$ cat config.mk
export PLATFORM = sky130hd
export DESIGN_NAME = rgba_to_bilevel_packer_unit
export DESIGN_NICKNAME = d
export VERILOG_FILES = /design/src/sv/rgbp_pkg.sv /design/src/sv/rgba_to_bilevel_packer_unit.sv /design/src/sv/rgbp_fifo.sv /design/src/sv/rgbp_front.sv /design/src/sv/rgbp_back.sv
export SDC_FILE = /design/constraint.sdc
export NUM_CORES = 1
export LEC_CHECK = 0
export BUFFER_PORTS_ARGS = -buffer_cell sky130_fd_sc_hd__buf_2
export CAP_MARGIN = 20
export CORE_MARGIN = 8
export CORE_UTILIZATION = 45
export DETAILED_ROUTE_END_ITERATION = 12
export PLACE_DENSITY = 0.63
export SLEW_MARGIN = 40
export SYNTH_ARGS = -nofsm -noshare
export SYNTH_HDL_FRONTEND = slang
export SYNTH_SLANG_ARGS = --single-unit
$ cat constraint.sdc
create_clock -name clk -period 9.3 [get_ports clk]
set_input_delay 1.86 -clock clk [delete_from_list [all_inputs] [get_ports clk]]
set_output_delay 1.86 -clock clk [all_outputs]
set_load 0.01 [all_outputs]
$ cat src/sv/rgbp_pkg.sv
// Shared types, register codes and reset values of the RGBA to bilevel packer.
package rgbp_pkg;

	typedef logic [2:0] reg_idx_t;

	localparam reg_idx_t REG_COMPOSE_MODE   = 3'd0;
	localparam reg_idx_t REG_RED_WEIGHT     = 3'd1;
	localparam reg_idx_t REG_GREEN_WEIGHT   = 3'd2;
	localparam reg_idx_t REG_BLUE_WEIGHT    = 3'd3;
	localparam reg_idx_t REG_LUMA_THRESHOLD = 3'd4;

	localparam logic       RST_COMPOSE_MODE   = 1'b0;
	localparam logic [7:0] RST_RED_WEIGHT     = 8'd77;
	localparam logic [7:0] RST_GREEN_WEIGHT   = 8'd150;
	localparam logic [7:0] RST_BLUE_WEIGHT    = 8'd29;
	localparam logic [7:0] RST_LUMA_THRESHOLD = 8'd46;

	localparam logic [7:0] FULL_ALPHA  = 8'hFF;
	localparam logic [7:0] ZERO_ALPHA  = 8'h00;
	localparam logic [7:0] LUMA_MAX    = 8'hFF;
	localparam logic [2:0] LAST_BIT_POS = 3'd7;

	typedef struct packed {
		logic       compose_mode;
		logic [7:0] red_weight;
		logic [7:0] green_weight;
		logic [7:0] blue_weight;
		logic [7:0] luma_threshold;
	} cfg_t;

	typedef struct packed {
		logic [7:0] red;
		logic [7:0] green;
		logic [7:0] blue;
		logic [7:0] alpha;
		logic       dest_bit;
		logic       row_end;
	} pixel_t;

	typedef struct packed {
		logic [7:0] packed_byte;
		logic       last_byte;
	} result_t;

	// How the back end decides a pixel's bit.
	typedef enum logic [1:0] {
		CLS_THRESH = 2'd0,
		CLS_KEEP   = 2'd1,
		CLS_BLEND  = 2'd2
	} cls_t;

	typedef struct packed {
		logic [7:0] luma;
		logic [7:0] alpha;
		cls_t       cls;
		logic       dest_bit;
		logic       row_end;
	} qent_t;

endpackage

$ cat src/sv/rgba_to_bilevel_packer_unit.sv
// Top level of the RGBA to bilevel packer: register port, queues, front and back ends.
//
//  channel  | direction | handshake                     | payload
//  ---------+-----------+-------------------------------+-------------------------------
//  pixel    | in        | push / full                   | red, green, blue, alpha, ...
//  result   | out       | pop / empty                   | packed_byte, last_byte
//  config   | in        | psel, penable, pwrite, pready | paddr, pwdata, prdata
//
// Sustains one pixel per clock while no stall holds the output; the limit is the single
// pixel a cycle that the back end's pack stage retires. A pixel that closes a byte passes
// the input queue, the blend register and the output queue before its result shows.
// Reset clears queue pointers, the blend stage and the bit packer; registers
// return to their reset values. A stalled pop fills the output queue, then
// holds the back end, then raises full once the input queue is full.
module rgba_to_bilevel_packer_unit #(
	parameter int IN_DEPTH  = 4,
	parameter int OUT_DEPTH = 2
) (
	input  logic               clk,
	input  logic               arst_n,
	input  logic               push,
	output logic               full,
	input  rgbp_pkg::pixel_t   pixel,
	output logic               empty,
	input  logic               pop,
	output rgbp_pkg::result_t  result,
	input  logic               psel,
	input  logic               penable,
	input  logic               pwrite,
	input  logic [4:0]         paddr,
	input  logic [31:0]        pwdata,
	output logic [31:0]        prdata,
	output logic               pready
);
	import rgbp_pkg::*;

	localparam int QENT_W = $bits(qent_t);
	localparam int RES_W  = $bits(result_t);

	cfg_t             cfg_q;
	reg_idx_t         reg_idx;
	logic             cfg_wr;

	logic             fq_wr, fq_full, fq_pop, fq_empty;
	qent_t            fq_wdata, fq_rdata;
	logic [QENT_W-1:0] fq_rvec;

	logic             oq_wr, oq_full;
	result_t          oq_wdata;
	logic [RES_W-1:0] oq_rvec;

	// Register port: no wait states; decode by word address.
	assign pready  = 1'b1;
	assign reg_idx = paddr[4:2];
	assign cfg_wr  = psel && penable && pwrite && pready;

	always_ff @(posedge clk or negedge arst_n) begin
		if (!arst_n) begin
			cfg_q.compose_mode   <= RST_COMPOSE_MODE;
			cfg_q.red_weight     <= RST_RED_WEIGHT;
			cfg_q.green_weight   <= RST_GREEN_WEIGHT;
			cfg_q.blue_weight    <= RST_BLUE_WEIGHT;
			cfg_q.luma_threshold <= RST_LUMA_THRESHOLD;
		end else if (cfg_wr) begin
			case (reg_idx)
				REG_COMPOSE_MODE:   cfg_q.compose_mode   <= pwdata[0];
				REG_RED_WEIGHT:     cfg_q.red_weight     <= pwdata[7:0];
				REG_GREEN_WEIGHT:   cfg_q.green_weight   <= pwdata[7:0];
				REG_BLUE_WEIGHT:    cfg_q.blue_weight    <= pwdata[7:0];
				REG_LUMA_THRESHOLD: cfg_q.luma_threshold <= pwdata[7:0];
				default:            cfg_q                <= cfg_q; // drop unmapped writes
			endcase
		end
	end

	always_comb begin
		case (reg_idx)
			REG_COMPOSE_MODE:   prdata = {31'b0, cfg_q.compose_mode};
			REG_RED_WEIGHT:     prdata = {24'b0, cfg_q.red_weight};
			REG_GREEN_WEIGHT:   prdata = {24'b0, cfg_q.green_weight};
			REG_BLUE_WEIGHT:    prdata = {24'b0, cfg_q.blue_weight};
			REG_LUMA_THRESHOLD: prdata = {24'b0, cfg_q.luma_threshold};
			default:            prdata = '0;
		endcase
	end

	// Front end: luma and classification straight into the input queue.
	rgbp_front u_front (
		.cfg    (cfg_q),
		.push   (push),
		.pixel  (pixel),
		.q_full (fq_full),
		.q_wr   (fq_wr),
		.q_data (fq_wdata)
	);

	assign full = fq_full;

	// Queue between the two ends; each side stalls on its own.
	rgbp_fifo #(
		.WIDTH (QENT_W),
		.DEPTH (IN_DEPTH)
	) u_in_q (
		.clk     (clk),
		.arst_n  (arst_n),
		.wr_en   (fq_wr),
		.wr_data (fq_wdata),
		.full    (fq_full),
		.rd_en   (fq_pop),
		.rd_data (fq_rvec),
		.empty   (fq_empty)
	);

	assign fq_rdata = qent_t'(fq_rvec);

	// Back end: blend, threshold, pack; hold when the output queue is full.
	rgbp_back u_back (
		.clk     (clk),
		.arst_n  (arst_n),
		.cfg     (cfg_q),
		.q_empty (fq_empty),
		.q_data  (fq_rdata),
		.q_pop   (fq_pop),
		.o_full  (oq_full),
		.o_wr    (oq_wr),
		.o_data  (oq_wdata)
	);

	// Output queue parts the packer from the consumer.
	rgbp_fifo #(
		.WIDTH (RES_W),
		.DEPTH (OUT_DEPTH)
	) u_out_q (
		.clk     (clk),
		.arst_n  (arst_n),
		.wr_en   (oq_wr),
		.wr_data (oq_wdata),
		.full    (oq_full),
		.rd_en   (pop),
		.rd_data (oq_rvec),
		.empty   (empty)
	);

	assign result = result_t'(oq_rvec);

endmodule

$ cat src/sv/rgbp_fifo.sv
// Generic register-based first-in first-out queue with show-ahead read.
module rgbp_fifo #(
	parameter int WIDTH = 8,
	parameter int DEPTH = 4
) (
	input  logic             clk,
	input  logic             arst_n,
	input  logic             wr_en,
	input  logic [WIDTH-1:0] wr_data,
	output logic             full,
	input  logic             rd_en,
	output logic [WIDTH-1:0] rd_data,
	output logic             empty
);
	localparam int PTR_W = (DEPTH > 1) ? $clog2(DEPTH) : 1;
	localparam int CNT_W = $clog2(DEPTH + 1);

	logic [WIDTH-1:0] mem_q [DEPTH];
	logic [PTR_W-1:0] wr_ptr_q, rd_ptr_q;
	logic [CNT_W-1:0] cnt_q;
	logic             do_wr, do_rd;

	assign do_wr   = wr_en && !full;
	assign do_rd   = rd_en && !empty;
	assign full    = (cnt_q == CNT_W'(DEPTH));
	assign empty   = (cnt_q == '0);
	assign rd_data = mem_q[rd_ptr_q];

	always_ff @(posedge clk) begin
		if (do_wr) begin
			mem_q[wr_ptr_q] <= wr_data;
		end
	end

	always_ff @(posedge clk or negedge arst_n) begin
		if (!arst_n) begin
			wr_ptr_q <= '0;
			rd_ptr_q <= '0;
			cnt_q    <= '0;
		end else begin
			if (do_wr) begin
				wr_ptr_q <= (wr_ptr_q == PTR_W'(DEPTH - 1)) ? '0 : wr_ptr_q + 1'b1;
			end
			if (do_rd) begin
				rd_ptr_q <= (rd_ptr_q == PTR_W'(DEPTH - 1)) ? '0 : rd_ptr_q + 1'b1;
			end
			case ({do_wr, do_rd})
				2'b10:   cnt_q <= cnt_q + 1'b1;
				2'b01:   cnt_q <= cnt_q - 1'b1;
				default: cnt_q <= cnt_q;
			endcase
		end
	end

endmodule

$ cat src/sv/rgbp_front.sv
// Front end: accept pixels, form weighted luma and classify the bit decision.
module rgbp_front (
	input  rgbp_pkg::cfg_t   cfg,
	input  logic             push,
	input  rgbp_pkg::pixel_t pixel,
	input  logic             q_full,
	output logic             q_wr,
	output rgbp_pkg::qent_t  q_data
);
	import rgbp_pkg::*;

	logic [15:0] prod_r, prod_g, prod_b;
	logic [17:0] luma_sum;

	assign prod_r   = pixel.red   * cfg.red_weight;
	assign prod_g   = pixel.green * cfg.green_weight;
	assign prod_b   = pixel.blue  * cfg.blue_weight;
	assign luma_sum = {2'b00, prod_r} + {2'b00, prod_g} + {2'b00, prod_b};

	assign q_wr = push && !q_full;

	always_comb begin
		q_data          = '0;
		// Saturate the truncated luma at full scale.
		q_data.luma     = (luma_sum[17:16] != 2'b00) ? LUMA_MAX : luma_sum[15:8];
		q_data.alpha    = pixel.alpha;
		q_data.dest_bit = pixel.dest_bit;
		q_data.row_end  = pixel.row_end;
		if (!cfg.compose_mode || pixel.alpha == FULL_ALPHA) begin
			q_data.cls = CLS_THRESH;
		end else if (pixel.alpha == ZERO_ALPHA) begin
			q_data.cls = CLS_KEEP;
		end else begin
			q_data.cls = CLS_BLEND;
		end
	end

endmodule

$ cat src/sv/rgbp_back.sv
// Back end: blend over the destination, threshold and pack bits into bytes.
module rgbp_back (
	input  logic             clk,
	input  logic             arst_n,
	input  rgbp_pkg::cfg_t   cfg,
	input  logic             q_empty,
	input  rgbp_pkg::qent_t  q_data,
	output logic             q_pop,
	input  logic             o_full,
	output logic             o_wr,
	output rgbp_pkg::result_t o_data
);
	import rgbp_pkg::*;

	logic        valid_s1;
	logic [15:0] x_s1;
	logic [7:0]  luma_s1;
	cls_t        cls_s1;
	logic        dest_s1;
	logic        row_end_s1;

	logic [7:0]  acc_q;
	logic [2:0]  pos_q;

	logic [15:0] prod_la;
	logic [7:0]  inv_alpha;
	logic [15:0] dest_term;
	logic [16:0] t_round;
	logic [16:0] s_round;
	logic [8:0]  blend_v;
	logic        pix_bit;
	logic [7:0]  acc_next;
	logic        emit;
	logic        consume;
	logic        load;

	// Blend product: luma*alpha + D*(255-alpha), D = 255 for a white destination.
	assign prod_la   = q_data.luma * q_data.alpha;
	assign inv_alpha = FULL_ALPHA - q_data.alpha;
	assign dest_term = q_data.dest_bit ? 16'd0 : ({inv_alpha, 8'h00} - {8'h00, inv_alpha});

	// Divide by 255 rounded to nearest.
	assign t_round = {1'b0, x_s1} + 17'd128;
	assign s_round = t_round + {8'h00, t_round[16:8]};
	assign blend_v = s_round[16:8];

	always_comb begin
		case (cls_s1)
			CLS_THRESH: pix_bit = (luma_s1 < cfg.luma_threshold);
			CLS_KEEP:   pix_bit = dest_s1;
			CLS_BLEND:  pix_bit = (blend_v < {1'b0, cfg.luma_threshold});
			default:    pix_bit = 1'b0;
		endcase
	end

	assign acc_next = acc_q | 8'({7'b0, pix_bit} << (LAST_BIT_POS - pos_q));
	assign emit     = (pos_q == LAST_BIT_POS) || row_end_s1;
	assign consume  = valid_s1 && (!emit || !o_full);
	assign load     = !q_empty && (!valid_s1 || consume);
	assign q_pop    = load;

	assign o_wr               = valid_s1 && emit && !o_full;
	assign o_data.packed_byte = acc_next;
	assign o_data.last_byte   = row_end_s1;

	always_ff @(posedge clk) begin
		if (load) begin
			x_s1       <= prod_la + dest_term;
			luma_s1    <= q_data.luma;
			cls_s1     <= q_data.cls;
			dest_s1    <= q_data.dest_bit;
			row_end_s1 <= q_data.row_end;
		end
	end

	always_ff @(posedge clk or negedge arst_n) begin
		if (!arst_n) begin
			valid_s1 <= 1'b0;
			acc_q    <= '0;
			pos_q    <= '0;
		end else begin
			if (load) begin
				valid_s1 <= 1'b1;
			end else if (consume) begin
				valid_s1 <= 1'b0;
			end
			if (consume) begin
				if (emit) begin
					acc_q <= '0;
					pos_q <= '0;
				end else begin
					acc_q <= acc_next;
					pos_q <= pos_q + 1'b1;
				end
			end
		end
	end

endmodule

==> metrics.md <==
| Metric | Value |
|---|---|
| Post-synth EDFFs | 126 |
| Bufs on Longest Clock Path | 2 |
| Ys flop type | edfxtp_1 |
| Async set-reset flop share out of synthesis | 0.308 |
| Layout Area Growth over Synthesis | 13.8% |
| Total routed wirelength | 37,700 um |
| Worst slack at placement | -0.827 ns |
| Violated checks | setup timing |
| GRT busiest layer | met2 |
| Final Max Slew Viols | 0 |
| Final hold viol count | 0 |
| Sink Count | 182 |
| Worst skew pair latency | 0.44 ns |
| Overall Global Routing Usage | 0.175 |
| Clock slew at reported path FFs | 0.07 ns |
| First-pass GRT wire length | 63,800 um |
| Layout cells sized above 1 | 0.196 |
| Final setup viols | 32 |
| Worst Setup End Kind | register |
| FP Rows | 72 |
| Syn. warnings | 0 |
| Hold Path Class | register to register |
| CP arrival | 9.63 ns |
| Period utilization | 1.02 |
| Vias in the first global route | 12,600 |
| IO Pins | 122 |
| Synth unique cells | 69 |
| N_diodes | 0 |
| Worst-case clock skew | 0.0139 ns |
| Port bufs | 70 |
| Die height | 213 um |
| Critical Path RT | 9.48 ns |
| Setup Total Neg Slack | -4.17 ns |
| Post-Syn Area | 17,500 um^2 |
| Vias | 11,500 |
| Status | finished, violations left |
| Relative slew margins | 0.482 |
| Syn Inst Count | 1,638 |
| Met2 usage | 0.300 |
| Fmax | 0.106 GHz |
| Sequential area share after synthesis | 0.297 |
| Total of max-cap violations | 0 |
| Routed vias/inst | 5.05 |
| RSZ-0062 raised after global routing | yes |
| Post-Syn Area per Cell | 10.7 um^2 |
| Routed Antenna Nets | 0 |
| # hold bufs at CTS | 0 |
| Final WS setup | -0.152 ns |
| TritonCTS clock tree | built |
| Crit Path Category | primary input to register |
| Critical path launch point type | primary input |
| Die area | 45,600 um^2 |
| Synth Register Bits | 182 |
| Routed wire per std cell | 16.5 um |
| Total gr overflow | 0 |
| Initial drt markers | 480 |
| Final net count | 2,192 |
| CTS Buf Count | 17 |
| Starting Density | 0.455 |
| Met3 Resource Use GR | 0.0279 |
| Fin crit period | 9.45 ns |
| TritonRoute pass-1 iters | 4 |
| Initial antenna violation count | 1 |
| Util after Layout | 0.518 |
| CP Max Fanout | 8 |
| Dpl hpwl | 30,300 um |
| Root Driver | clkbuf_16 |
| Worst-Margin Slew | 0.775 ns |
| RePlAce Congestion | 0.843 |
| Global routing usage on met1 | 0.232 |
| H-tree depth | 4 |
| DRC | 0 |
| Hold_ws | 0.473 ns |
| Core Box Area | 38,600 um^2 |
| Width of the chip | 213 um |
| Pin count of the biggest net entering global routing | 57 |
synth_stat cells (3+ instances only):
cell,n,area share
o21a_1,6,0.0026
a211oi_1,4,0.0017
nor4_1,4,0.0014
a21oi_1,25,0.0071
xor2_1,20,0.010
buf_1,3,0.00064
o21ai_0,36,0.010
buf_2,3,0.00086
a21boi_0,5,0.0021
o41ai_1,6,0.0030
a21o_1,12,0.0051
inv_1,299,0.064
dfstp_2,16,0.024
mux2i_1,5,0.0029
nand2b_1,15,0.0053
nor3_1,10,0.0029
xnor2_1,42,0.021
clkbuf_1,38,0.0081
or3_1,4,0.0014
mux2_2,44,0.028
dfrtp_1,40,0.057
buf_4,25,0.011
o21bai_1,4,0.0017
and2_1,150,0.053
and3_1,3,0.0011
nand2_1,170,0.036
o31ai_1,11,0.0047
a22o_1,3,0.0015
a22oi_1,8,0.0034
nand3_1,15,0.0043
mux4_2,19,0.024
ha_1,167,0.12
nor2b_1,10,0.0036
nor2_1,44,0.0094
fa_1,197,0.22
edfxtp_1,126,0.22
nand4_1,6,0.0021
through the flow:
stage / area, um^2 / std cells
5_1_grt: 20000 / 2281
2_1_floorplan: 17800 / 1662
6_report: 20000 / 2281
3_5_place_dp: 18900 / 2244
4_1_cts: 19700 / 2278
3_3_place_gp: 18900 / 2243
repair_timing:
| item | CTS | global route |
|---|---|---|
| endpoints found under the hold margin | 0 | 0 |
| resized for setup | 50 | 42 |
| buffers inserted | 3 | 3 |
| pin swaps | 45 | 37 |
| endpoints found under the setup margin | 32 | 32 |
layout make-up:
class,instances,area (um^2)
Fill cell,3483,18600
Clock buffer,17,425
Tap cell,518,648
Clock inverter,15,135
Multi-Input combinational cell,1110,11500
Timing Repair Buffer,140,952
Sequential cell,182,5210
Inverter,299,1120
metal layers:
| metal | vias up | wire length (um) |
|---|---|---|
| met2 | 185 | 18500 |
| met1 | 5828 | 17200 |
| met5 | - | 0 |
| met4 | 0 | 567 |
| li1 | 5462 | - |
| met3 | 37 | 1490 |
worst max-delay path, stage by stage:
cell,delay [ns]
buf_4,0.14
and2_1,0.17
fa_1,0.53
inv_1,0.05
fa_1,0.47
inv_1,0.05
fa_1,0.53
fa_2,0.49
fa_1,0.56
fa_1,0.46
ha_4,0.29
buf_12,0.13
xnor2_4,0.24
fa_2,0.50
fa_1,0.49
inv_1,0.05
fa_1,0.45
fa_1,0.54
ha_4,0.22
a21oi_4,0.14
nor2b_4,0.06
a41oi_4,0.22
a21oi_4,0.10
o31ai_4,0.28
o21ai_2,0.12
mux2i_4,0.24
a21o_1,0.22
cells by family (layout without fill, tap and decap cells):
logic type / Yosys count / count (layout) / share of synthesized area
multiplexers: 68 / 68 / 0.0555
buffers and inverters: 370 / 471 / 0.0856
AO/OA/AOI/OAI: 141 / 141 / 0.0567
XOR/XNOR: 62 / 62 / 0.0310
other: 2 / 26 / 0.000428
flip-flops: 182 / 182 / 0.297
adder cells (fa/ha/maj): 364 / 364 / 0.344
AND/OR/NAND/NOR: 449 / 449 / 0.130
path summary, 6_finish.rpt:
path	startpoint	endpoint	slack [ns]	cells after the start
min in group asynchronous	arst_n	cfg_q[9]$_DFFE_PN0P_	1.48	2
min reg2reg	u_back.acc_q[1]$_DFFE_PN0P_	u_back.acc_q[1]$_DFFE_PN0P_	0.47	2
max in group asynchronous	arst_n	u_in_q.rd_ptr_q[1]$_DFFE_PN0P_	7.36	2
max reg2reg	cfg_q[26]$_DFFE_PN1P_	u_in_q.mem_q[3][18]$_DFFE_PP_	0.70	28
max	pixel[21]	u_in_q.mem_q[3][18]$_DFFE_PP_	-0.15	27
min	u_back.acc_q[1]$_DFFE_PN0P_	u_back.acc_q[1]$_DFFE_PN0P_	0.47	2
state kept, by name, summed over array words and instances, names as in the netlist:
name	flops
u_in_q.mem_q	80
cfg_q	33
u_out_q.mem_q	18
u_back.x_s1	16
u_back.acc_q	8
u_back.luma_s1	8
u_back.pos_q	3
u_in_q.cnt_q	3
u_back.cls_s1	2
u_in_q.rd_ptr_q	2
u_in_q.wr_ptr_q	2
u_out_q.cnt_q	2
u_back.dest_s1	1
u_back.row_end_s1	1
u_back.valid_s1	1
u_out_q.rd_ptr_q	1
u_out_q.wr_ptr_q	1
layout by cell type, fill, tap and decap left out, types with 5 or more instances in the layout:
cell / count
a22oi_1: 8
o21ai_0: 33
mux2_2: 44
xnor2_1: 37
and2_4: 6
nand4_1: 6
nor3_1: 9
buf_4: 70
ha_4: 15
inv_1: 289
o41ai_1: 6
fa_2: 7
edfxtp_1: 126
nor2b_1: 9
nand2_2: 5
fa_1: 190
nand2b_1: 10
buf_2: 61
a21oi_1: 18
mux4_2: 19
clkbuf_16: 17
and2_1: 140
nor2_1: 42
dfrtp_1: 39
inv_2: 9
o31ai_1: 10
dfstp_2: 16
o21a_1: 6
nand3_1: 15
conb_1: 26
nand2_1: 164
a21o_1: 12
nand2b_4: 5
ha_1: 151
xor2_1: 20
Power is left out: the tool's default activity adds up to more than one toggle a clock period on the data nets, which glitch-free logic cannot reach.
